[config.mk]
export PLATFORM = sky130hd
export DESIGN_NAME = biquad_iir_filter
export DESIGN_NICKNAME = d
export VERILOG_FILES = /design/src/rtl/core/bqf_pkg.sv /design/src/rtl/core/bqf_datapath.sv /design/src/rtl/core/bqf_seq.sv /design/src/rtl/core/biquad_iir_filter.sv
export SDC_FILE = /design/constraint.sdc
export NUM_CORES = 2
export LEC_CHECK = 0
export ABC_AREA = 0
export BUFFER_PORTS_ARGS = -buffer_cell sky130_fd_sc_hd__buf_2
export CAP_MARGIN = 20
export CORE_ASPECT_RATIO = 1.2
export CORE_MARGIN = 2
export CORE_UTILIZATION = 35
export DETAILED_ROUTE_END_ITERATION = 12
export PLACE_DENSITY = 0.54
export SETUP_SLACK_MARGIN = 0.05
export SLEW_MARGIN = 20
export SYNTH_ARGS = -nofsm -noshare
export SYNTH_HDL_FRONTEND = slang
export SYNTH_SLANG_ARGS = --single-unit
[constraint.sdc]
create_clock -name aclk -period 12.65 [get_ports aclk]
set_input_delay 1.8975 -clock aclk [delete_from_list [all_inputs] [get_ports aclk]]
set_output_delay 1.8975 -clock aclk [all_outputs]
set_load 0.02 [all_outputs]
[src/rtl/core/bqf_pkg.sv]
// Shared constants, types and control codes of the biquad filter core.
`default_nettype none

package bqf_pkg;

    localparam int DATA_WIDTH  = 16;
    localparam int COEF_WIDTH  = 24;
    localparam int COEF_FRAC   = 20;
    localparam int STATE_WIDTH = 44;
    localparam int NUM_COEF    = 5;
    localparam int IDX_WIDTH   = $clog2(NUM_COEF);

    // second multiplier operand holds a sample, the clamped integer part of y
    // or its unsigned fraction part
    localparam int MUL_B_W = (DATA_WIDTH > COEF_FRAC) ? DATA_WIDTH : COEF_FRAC + 1;
    localparam int PROD_W  = COEF_WIDTH + MUL_B_W;
    // accumulator: state plus two full products with headroom
    localparam int ACC_W   = STATE_WIDTH + 3;
    localparam int YI_W    = ACC_W - COEF_FRAC;

    typedef logic [IDX_WIDTH-1:0] coef_idx_t;
    typedef logic [NUM_COEF-1:0][COEF_WIDTH-1:0] coef_arr_t;

    localparam coef_idx_t REG_B0 = IDX_WIDTH'(0);
    localparam coef_idx_t REG_B1 = IDX_WIDTH'(1);
    localparam coef_idx_t REG_B2 = IDX_WIDTH'(2);
    localparam coef_idx_t REG_A1 = IDX_WIDTH'(3);
    localparam coef_idx_t REG_A2 = IDX_WIDTH'(4);

    localparam logic [COEF_WIDTH-1:0] COEF_ONE = COEF_WIDTH'(1) << COEF_FRAC;

    typedef enum logic [1:0] {
        MULB_X,
        MULB_YINT,
        MULB_YFRAC
    } mulb_sel_t;

    typedef enum logic [1:0] {
        ADDA_S0,
        ADDA_S1,
        ADDA_ACC,
        ADDA_ZERO
    } adda_sel_t;

    typedef enum logic {
        ADDB_P,
        ADDB_PSHR
    } addb_sel_t;

    typedef struct packed {
        coef_idx_t coef_sel;
        mulb_sel_t mulb_sel;
        adda_sel_t adda_sel;
        addb_sel_t addb_sel;
        logic      add_sub;
        logic      add_en;
        logic      to_yacc;
        logic      cap_y;
        logic      wr_s0;
        logic      wr_s1;
    } bqf_ctrl_t;

endpackage

`default_nettype wire

[src/rtl/core/bqf_datapath.sv]
// Shared multiplier and adder of the biquad core with the state and result registers.
`default_nettype none

module bqf_datapath (
    input  wire                               aclk,
    input  wire                               aresetn,
    input  wire bqf_pkg::bqf_ctrl_t           ctrl,
    input  wire bqf_pkg::coef_arr_t           coefs,
    input  wire                               x_load,
    input  wire [bqf_pkg::DATA_WIDTH-1:0]     x_in,
    input  wire                               state_clr,
    output logic [bqf_pkg::DATA_WIDTH-1:0]    y_out,
    output logic                              clip_out
);
    import bqf_pkg::*;

    localparam logic signed [ACC_W-1:0] SMAX =
        {{(ACC_W-STATE_WIDTH+1){1'b0}}, {(STATE_WIDTH-1){1'b1}}};
    localparam logic signed [ACC_W-1:0] SMIN = ~SMAX;
    localparam logic signed [YI_W-1:0] DMAX =
        {{(YI_W-DATA_WIDTH+1){1'b0}}, {(DATA_WIDTH-1){1'b1}}};
    localparam logic signed [YI_W-1:0] DMIN = ~DMAX;

    logic signed [DATA_WIDTH-1:0]  x_reg;
    logic signed [PROD_W-1:0]      p_reg;
    logic signed [ACC_W-1:0]       yacc_reg;
    logic signed [ACC_W-1:0]       acc_reg;
    logic signed [STATE_WIDTH-1:0] s0_reg;
    logic signed [STATE_WIDTH-1:0] s1_reg;
    logic signed [DATA_WIDTH-1:0]  yint_reg;
    logic [COEF_FRAC-1:0]          yfrac_reg;
    logic signed [DATA_WIDTH-1:0]  y_reg;
    logic                          clip_reg;

    logic signed [COEF_WIDTH-1:0]  mul_a;
    logic signed [MUL_B_W-1:0]     mul_b;
    logic signed [ACC_W-1:0]       add_a;
    logic signed [ACC_W-1:0]       add_b;
    logic signed [ACC_W-1:0]       add_sum;
    logic signed [YI_W-1:0]        yint_raw;
    logic signed [YI_W-1:0]        yrnd;
    logic                          fb_hi;
    logic                          fb_lo;
    logic                          st_hi;
    logic                          st_lo;
    logic signed [STATE_WIDTH-1:0] st_sat;

    // multiplier operands
    always_comb begin
        mul_a = $signed(coefs[ctrl.coef_sel]);
        case (ctrl.mulb_sel)
            MULB_X:     mul_b = MUL_B_W'(x_reg);
            MULB_YINT:  mul_b = MUL_B_W'(yint_reg);
            MULB_YFRAC: mul_b = $signed({{(MUL_B_W-COEF_FRAC){1'b0}}, yfrac_reg});
            default:    mul_b = '0;
        endcase
    end

    // adder operands: product as is, or dropped to state scale (floor)
    always_comb begin
        case (ctrl.adda_sel)
            ADDA_S0:   add_a = ACC_W'(s0_reg);
            ADDA_S1:   add_a = ACC_W'(s1_reg);
            ADDA_ACC:  add_a = acc_reg;
            ADDA_ZERO: add_a = '0;
            default:   add_a = '0;
        endcase
        case (ctrl.addb_sel)
            ADDB_P:    add_b = ACC_W'(p_reg);
            ADDB_PSHR: add_b = ACC_W'(p_reg >>> COEF_FRAC);
            default:   add_b = '0;
        endcase
        add_sum = ctrl.add_sub ? (add_a - add_b) : (add_a + add_b);
    end

    // output rounding and feedback clamp from the y accumulation
    always_comb begin
        yint_raw = yacc_reg[ACC_W-1:COEF_FRAC];
        yrnd     = yint_raw + $signed({{(YI_W-1){1'b0}}, yacc_reg[COEF_FRAC-1]});
        fb_hi    = yint_raw > DMAX;
        fb_lo    = yint_raw < DMIN;
    end

    // state saturation on the accumulator
    always_comb begin
        st_hi  = acc_reg > SMAX;
        st_lo  = acc_reg < SMIN;
        st_sat = st_hi ? SMAX[STATE_WIDTH-1:0] :
                 st_lo ? SMIN[STATE_WIDTH-1:0] : acc_reg[STATE_WIDTH-1:0];
    end

    always_ff @(posedge aclk) begin
        p_reg <= mul_a * mul_b;
        if (x_load) begin
            x_reg <= x_in;
        end
        if (ctrl.add_en) begin
            if (ctrl.to_yacc) begin
                yacc_reg <= add_sum;
            end else begin
                acc_reg <= add_sum;
            end
        end
        if (ctrl.cap_y) begin
            yint_reg  <= fb_hi ? DMAX[DATA_WIDTH-1:0] :
                         fb_lo ? DMIN[DATA_WIDTH-1:0] : yint_raw[DATA_WIDTH-1:0];
            yfrac_reg <= fb_hi ? {COEF_FRAC{1'b1}} :
                         fb_lo ? '0 : yacc_reg[COEF_FRAC-1:0];
            y_reg     <= (yrnd > DMAX) ? DMAX[DATA_WIDTH-1:0] :
                         (yrnd < DMIN) ? DMIN[DATA_WIDTH-1:0] : yrnd[DATA_WIDTH-1:0];
        end
    end

    always_ff @(posedge aclk) begin
        if (!aresetn) begin
            s0_reg   <= '0;
            s1_reg   <= '0;
            clip_reg <= 1'b0;
        end else begin
            if (state_clr) begin
                s0_reg <= '0;
                s1_reg <= '0;
            end else begin
                if (ctrl.wr_s0) begin
                    s0_reg <= st_sat;
                end
                if (ctrl.wr_s1) begin
                    s1_reg <= st_sat;
                end
            end
            if (ctrl.cap_y) begin
                clip_reg <= (yrnd > DMAX) || (yrnd < DMIN);
            end else if (ctrl.wr_s0) begin
                clip_reg <= clip_reg | st_hi | st_lo;
            end
        end
    end

    assign y_out    = y_reg;
    assign clip_out = clip_reg | st_hi | st_lo;

endmodule

`default_nettype wire

[src/rtl/core/bqf_seq.sv]
// Step sequencer that drives the shared multiply-accumulate unit of the biquad core.
`default_nettype none

module bqf_seq (
    input  wire                       aclk,
    input  wire                       aresetn,
    input  wire                       start,
    input  wire                       out_free,
    output logic                      ready,
    output logic                      emit,
    output bqf_pkg::bqf_ctrl_t        ctrl
);
    import bqf_pkg::*;

    typedef enum logic [10:0] {
        ST_IDLE = 11'b000_0000_0001,
        ST_MB0  = 11'b000_0000_0010,
        ST_MB1  = 11'b000_0000_0100,
        ST_YCAP = 11'b000_0000_1000,
        ST_MA1I = 11'b000_0001_0000,
        ST_MA1F = 11'b000_0010_0000,
        ST_MB2  = 11'b000_0100_0000,
        ST_MA2I = 11'b000_1000_0000,
        ST_MA2F = 11'b001_0000_0000,
        ST_ACC  = 11'b010_0000_0000,
        ST_DONE = 11'b100_0000_0000
    } seq_state_t;

    seq_state_t state_reg;
    seq_state_t state_next;

    always_comb begin
        ctrl          = '0;
        ctrl.coef_sel = REG_B0;
        ctrl.mulb_sel = MULB_X;
        ctrl.adda_sel = ADDA_ACC;
        ctrl.addb_sel = ADDB_P;
        state_next    = state_reg;
        emit          = 1'b0;
        case (state_reg)
            ST_IDLE: begin
                if (start) begin
                    state_next = ST_MB0;
                end
            end
            ST_MB0: begin
                state_next = ST_MB1;
            end
            ST_MB1: begin
                ctrl.coef_sel = REG_B1;
                ctrl.add_en   = 1'b1;
                ctrl.adda_sel = ADDA_S0;
                ctrl.to_yacc  = 1'b1;
                state_next    = ST_YCAP;
            end
            ST_YCAP: begin
                ctrl.add_en   = 1'b1;
                ctrl.adda_sel = ADDA_S1;
                ctrl.cap_y    = 1'b1;
                state_next    = ST_MA1I;
            end
            ST_MA1I: begin
                ctrl.coef_sel = REG_A1;
                ctrl.mulb_sel = MULB_YINT;
                state_next    = ST_MA1F;
            end
            ST_MA1F: begin
                ctrl.coef_sel = REG_A1;
                ctrl.mulb_sel = MULB_YFRAC;
                ctrl.add_en   = 1'b1;
                ctrl.add_sub  = 1'b1;
                state_next    = ST_MB2;
            end
            ST_MB2: begin
                ctrl.coef_sel = REG_B2;
                ctrl.add_en   = 1'b1;
                ctrl.add_sub  = 1'b1;
                ctrl.addb_sel = ADDB_PSHR;
                state_next    = ST_MA2I;
            end
            ST_MA2I: begin
                ctrl.coef_sel = REG_A2;
                ctrl.mulb_sel = MULB_YINT;
                ctrl.add_en   = 1'b1;
                ctrl.adda_sel = ADDA_ZERO;
                ctrl.wr_s0    = 1'b1;
                state_next    = ST_MA2F;
            end
            ST_MA2F: begin
                ctrl.coef_sel = REG_A2;
                ctrl.mulb_sel = MULB_YFRAC;
                ctrl.add_en   = 1'b1;
                ctrl.add_sub  = 1'b1;
                state_next    = ST_ACC;
            end
            ST_ACC: begin
                ctrl.add_en   = 1'b1;
                ctrl.add_sub  = 1'b1;
                ctrl.addb_sel = ADDB_PSHR;
                state_next    = ST_DONE;
            end
            ST_DONE: begin
                // hold until the output register is free
                if (out_free) begin
                    ctrl.wr_s1 = 1'b1;
                    emit       = 1'b1;
                    state_next = ST_IDLE;
                end
            end
            default: begin
                state_next = ST_IDLE;
            end
        endcase
    end

    always_ff @(posedge aclk) begin
        if (!aresetn) begin
            state_reg <= ST_IDLE;
        end else begin
            state_reg <= state_next;
        end
    end

    assign ready = (state_reg == ST_IDLE);

endmodule

`default_nettype wire

[src/rtl/core/biquad_iir_filter.sv]
// Top level of the biquad IIR filter: coefficient registers, stream ports, output register.
`default_nettype none

// Second-order IIR section in transposed direct form II for signed 16-bit
// samples. Each request on the s_ side gives one result on the m_ side:
// y = b0*x + s0, rounded to nearest (ties up) and saturated to 16 bits, with
// m_tuser set when the output or either 44-bit state term saturated. The
// coefficients are signed Q3.20 and are written through the cfg_ port (index
// 0..4 = b0, b1, b2, a1, a2; other indices are ignored); any coefficient write
// clears both state terms. After reset b0 is 1.0 and the rest are 0, so the
// filter passes samples through. All seven products go through one 24x21
// multiplier and one adder under a ten-step sequencer, so s_tready stays low
// from the accepting edge until the sequencer is idle again, and a new sample
// is accepted only once the previous one has gone through every step; a
// finished result waits in the output register and a new sample is accepted
// meanwhile, but the last step holds until the previous result is taken.
// Write coefficients only while the filter is idle.
module biquad_iir_filter (
    input  wire                                   aclk,
    input  wire                                   aresetn,
    // sample input
    input  wire                                   s_tvalid,
    output logic                                  s_tready,
    input  wire [bqf_pkg::DATA_WIDTH-1:0]         s_tdata,   // [15:0] sample_in
    // filtered output
    output logic                                  m_tvalid,
    input  wire                                   m_tready,
    output logic [bqf_pkg::DATA_WIDTH-1:0]        m_tdata,   // [15:0] sample_out
    output logic                                  m_tuser,   // [0] clipped
    // coefficient writes
    input  wire                                   cfg_valid,
    output logic                                  cfg_ready,
    input  wire [bqf_pkg::IDX_WIDTH-1:0]          cfg_index,
    input  wire [bqf_pkg::COEF_WIDTH-1:0]         cfg_data
);
    import bqf_pkg::*;

    // reset set: b0 = 1.0, every other coefficient zero
    localparam coef_arr_t COEF_RESET = coef_arr_t'(COEF_ONE) << (COEF_WIDTH * int'(REG_B0));

    coef_arr_t               coef_reg;
    logic                    m_tvalid_reg;
    logic [DATA_WIDTH-1:0]   m_tdata_reg;
    logic                    m_tuser_reg;

    logic                    s_accept;
    logic                    cfg_wr;
    logic                    out_free;
    logic                    seq_ready;
    logic                    emit;
    bqf_ctrl_t               ctrl;
    logic [DATA_WIDTH-1:0]   y_val;
    logic                    clip_val;

    assign s_accept  = s_tvalid & s_tready;
    // only the five coefficient indices take effect
    assign cfg_wr    = cfg_valid & cfg_ready & (cfg_index < IDX_WIDTH'(NUM_COEF));
    assign out_free  = ~m_tvalid_reg | m_tready;
    assign s_tready  = seq_ready;
    assign cfg_ready = 1'b1;

    // coefficient registers
    always_ff @(posedge aclk) begin
        if (!aresetn) begin
            coef_reg <= COEF_RESET;
        end else if (cfg_wr) begin
            coef_reg[cfg_index] <= cfg_data;
        end
    end

    bqf_seq u_seq (
        .aclk     (aclk),
        .aresetn  (aresetn),
        .start    (s_accept),
        .out_free (out_free),
        .ready    (seq_ready),
        .emit     (emit),
        .ctrl     (ctrl)
    );

    bqf_datapath u_datapath (
        .aclk      (aclk),
        .aresetn   (aresetn),
        .ctrl      (ctrl),
        .coefs     (coef_reg),
        .x_load    (s_accept),
        .x_in      (s_tdata),
        .state_clr (cfg_wr),
        .y_out     (y_val),
        .clip_out  (clip_val)
    );

    // output register: load a finished result, drop it once taken
    always_ff @(posedge aclk) begin
        if (!aresetn) begin
            m_tvalid_reg <= 1'b0;
        end else if (emit) begin
            m_tvalid_reg <= 1'b1;
        end else if (m_tready) begin
            m_tvalid_reg <= 1'b0;
        end
    end

    always_ff @(posedge aclk) begin
        if (emit) begin
            m_tdata_reg <= y_val;
            m_tuser_reg <= clip_val;
        end
    end

    assign m_tvalid = m_tvalid_reg;
    assign m_tdata  = m_tdata_reg;
    assign m_tuser  = m_tuser_reg;

    // a result never overwrites one that has not been taken
    a_emit_free: assert property (@(posedge aclk) disable iff (!aresetn)
        emit |-> (!m_tvalid_reg || m_tready))
        else $error("result loaded over a pending result");

    // an accepted sample keeps the input closed on the next cycle
    a_busy_after_accept: assert property (@(posedge aclk) disable iff (!aresetn)
        s_accept |=> !s_tready)
        else $error("input ready while a sample is in work");

    // the output only becomes valid from a sequencer result
    a_valid_from_emit: assert property (@(posedge aclk) disable iff (!aresetn)
        $rose(m_tvalid_reg) |-> $past(emit))
        else $error("output valid without a result");

    // no result is produced while the sequencer is idle
    a_emit_not_idle: assert property (@(posedge aclk) disable iff (!aresetn)
        emit |-> !seq_ready)
        else $error("result from an idle sequencer");

endmodule

`default_nettype wire

==> summary.txt <==
Finish
  – Commonest non-fill, non-tap cells in the layout: 663 x sky130_fd_sc_hd__nand2_1, 650 x sky130_fd_sc_hd__inv_1, 517 x sky130_fd_sc_hd__fa_1
  – Area Overhead vs Synth: 9.11%
  – Fill cell instance count of the final layout: about 11k
  – Number of nets in the layout: just over 5k
  – Final standard cell utilization of the core: around two fifths
  – FF+latch area: approximately 11000 µm²
  – Proportion of layout cells with a drive suffix above 1: under 10%
  – Most common cell after layout, fill and taps aside: sky130_fd_sc_hd__nand2_1
  – Multi-input combinational cell area: roughly 26000 µm²
  – Largest register FFs: 120

Routing
  – Initial DRC count: ~2.4k
  – Routed Wire Length: 128 mm
  – Routed via count divided by cell count: just over 5
  – DRT Pass-1 Iters: 7
  – Routed length per placed instance: roughly 21 µm
  – ANT nets after route: 0
  – Drc violations: 0
  – Vias after detailed routing: slightly above 30k

Pwr
  – Peak supply drop: around 0.00011 V
  – Pwr/cell area: approximately 140 nW/µm²
  – Total power after layout: a little over 6 mW
  – Leak: roughly 19 nW

CTS
  – Buffer cell driving the clock tree root: sky130_fd_sc_hd__clkbuf_16
  – Clk Latency, worst-skew pair: roughly 0.62 ns
  – TritonCTS sink count: around 450
  – Number of gates resized after cts: 0
  – TritonCTS buffer count: 51
  – Number of post-CTS setup repair buffers: 0
  – Count of hold buffers inserted by post-cts repair: 0
  – H-tree Lvls: 2
  – TritonCTS clock tree: yes
  – Clock transition at the registers of the reported paths: about 0.060 ns
  – CTS max path bufs: 3

Timing
  – Min cycle time layout: 10.88 ns
  – Highest Clock Rate: a little over 90 MHz
  – Slew at the pin closest to its max-slew limit: roughly 1.2 ns
  – Setup repair after global routing missed its margin: no
  – Portion of the clock cycle consumed by the worst path in the final layout: 86.0%
  – Clock skew after layout: approximately 0.02 ns
  – Final setup violating endpoints: 0
  – Worst Hold Slack: roughly 0.42 ns
  – Max-slew headroom at the worst pin: between 15 and 20%
  – Post-route setup TNS: 0 ns
  – Final Max Tran Viols: 0
  – Final hold violation count: 0
  – Worst setup slack after layout: between 1.5 and 2 ns

Global route
  – Overflow left after global routing: 0
  – Global-route usage over all layers: 22.1%
  – Vias in the first global route: ~32k
  – Global-route wire length before repair: 198 mm
  – Largest net degree at the start of global routing: 97
  – Number of antenna violations at the first check in global routing: 3

Critical path
  – Critical path capture point type: register
  – Most repeated library cell on the critical path: sky130_fd_sc_hd__fa_1
  – Crit path launch type: register
  – Worst stage delay on the critical path: about 0.81 ns
  – Dominant delay contributor by cell family on the critical path: adder cells
  – Data arrival, critical path: around 11 ns
  – Worst setup path class: register to register
  – Worst Path Required: 13.17 ns
  – Buffers plus inverters on the worst setup path: 5
  – Maximum fanout along the worst path: 14
  – Slowest cell on crit path: sky130_fd_sc_hd__mux2i_1

Die
  – Standard-cell row count: between 100 and 150
  – Width of the die: 313 µm
  – DIE HEIGHT: 375 µm
  – Core Box Area: about 110000 µm²
  – Initial core utilization: 35.4%
  – Die Area: 117000 µm²
  – Total I/O pin count: between 60 and 70

Yosys
  – Post-synthesis instance area: between 40000 and 50000 µm²
  – Synthesized net count: 5210
  – Post-synthesis instance total: roughly 4.5k
  – Post-Synthesis Mean Instance Area: 8.94 µm²
  – Sequential share of the synthesized area: about a quarter
  – Number of different library cells in the post-synthesis netlist: 76
  – Share of synthesized flip-flops with an asynchronous set or reset: 0%
  – Most used flip-flop cell after synthesis: sky130_fd_sc_hd__dfxtp_1
  – Post-synth EDFFs: 179
  – Number of warning messages in the yosys log: 0
  – Count of state elements after synthesis: approximately 450

Place
  – Port Buf Inserts: 66
  – Pre-CTS worst setup slack: 1.86 ns
  – Placer congestion estimate: roughly 0.92
  – Post-DP HPWL: 97.7 mm

Hold path
  – Class of the tightest hold or removal check: register to register

Job
  – Max-cap violation count: 0

Run status
  – Result of the run: finished clean
-- layer usage --
layer  GRT usage, %  part of all wire [%]  vias up
met5              0                 0.010        -
met4           7.67                   3.7        2
met3           2.67                   5.2      206
met2           38.7                    50      937
met1           27.9                    41    15500
li1               -                     -    14400
-- logic make-up (layout without fill, tap and decap cells) --
logic type	count (synthesis)	in the layout	share of synthesized area [%]
AND/OR/NAND/NOR	1406	1406	15.0
buffers and inverters	879	883	8.39
AO/OA/AOI/OAI	844	844	13.7
adder cells (fa/ha/maj)	683	683	31.0
flip-flops	445	445	26.7
XOR/XNOR	140	140	3.06
multiplexers	81	81	2.10
other	1	2	0.00937
-- cell usage after synthesis, types with 15 or more instances --
cell,count,share of area [%]
sky130_fd_sc_hd__or3_1,18,0.28
sky130_fd_sc_hd__dfxtp_1,266,13
sky130_fd_sc_hd__nand3_1,46,0.58
sky130_fd_sc_hd__a21boi_0,125,2.3
sky130_fd_sc_hd__o21a_1,16,0.30
sky130_fd_sc_hd__nor2_1,476,4.5
sky130_fd_sc_hd__and2_1,33,0.52
sky130_fd_sc_hd__fa_1,517,26
sky130_fd_sc_hd__a221oi_1,15,0.33
sky130_fd_sc_hd__buf_2,37,0.46
sky130_fd_sc_hd__nor2b_1,22,0.34
sky130_fd_sc_hd__mux2i_1,58,1.5
sky130_fd_sc_hd__clkbuf_1,166,1.6
sky130_fd_sc_hd__o22ai_1,30,0.47
sky130_fd_sc_hd__mux2_2,23,0.65
sky130_fd_sc_hd__buf_1,20,0.19
sky130_fd_sc_hd__a211oi_1,113,2.1
sky130_fd_sc_hd__nor3_1,34,0.43
sky130_fd_sc_hd__inv_1,652,6.1
sky130_fd_sc_hd__xnor2_1,86,1.9
sky130_fd_sc_hd__xor2_1,54,1.2
sky130_fd_sc_hd__a21oi_1,222,2.8
sky130_fd_sc_hd__a22oi_1,26,0.49
sky130_fd_sc_hd__a21o_1,76,1.4
sky130_fd_sc_hd__nand2_1,666,6.2
sky130_fd_sc_hd__nand2b_1,32,0.50
sky130_fd_sc_hd__edfxtp_1,179,13
sky130_fd_sc_hd__ha_1,166,5.2
sky130_fd_sc_hd__o21ai_0,133,1.7
-- final cells by class --
cell class	instances	share of cell area (%)
sequential	445	24.5
multi-input combinational	3155	59.7
antenna	1	0.00573
clock inverter	28	0.696
timing repair buffer	135	1.96
inverter	652	5.61
clock buffer	68	3.16
tap	1507	4.32
-- power breakdown --
part | switching, mW | total [mW] | internal, mW
logic | 1.73 | 2.73 | 1.00
clock network | 0.635 | 1.51 | 0.874
registers | 0.154 | 1.83 | 1.67
total | 2.52 | 6.07 | 3.55
-- stage by stage --
stage | cell area, µm² | instances
after global routing | 43700 | 5990
after global placement | 42000 | 5892
after floorplan | 40000 | 4479
after CTS | 43700 | 5989
after detailed placement | 42000 | 5893
final | 43700 | 5991
-- worst paths after layout --
path / from / to / slack (ns) / cells past startpoint
setup reg to reg: u_seq.state_reg[0] / u_datapath.p_reg[40] / 1.77 / 32
hold / removal: u_datapath.y_out[7] / m_tdata[7] / 0.42 / 0
hold reg to reg: u_datapath.y_out[7] / m_tdata[7] / 0.42 / 0
setup / recovery: u_seq.state_reg[0] / u_datapath.p_reg[40] / 1.77 / 32
(Power assumes the default switching activity.)
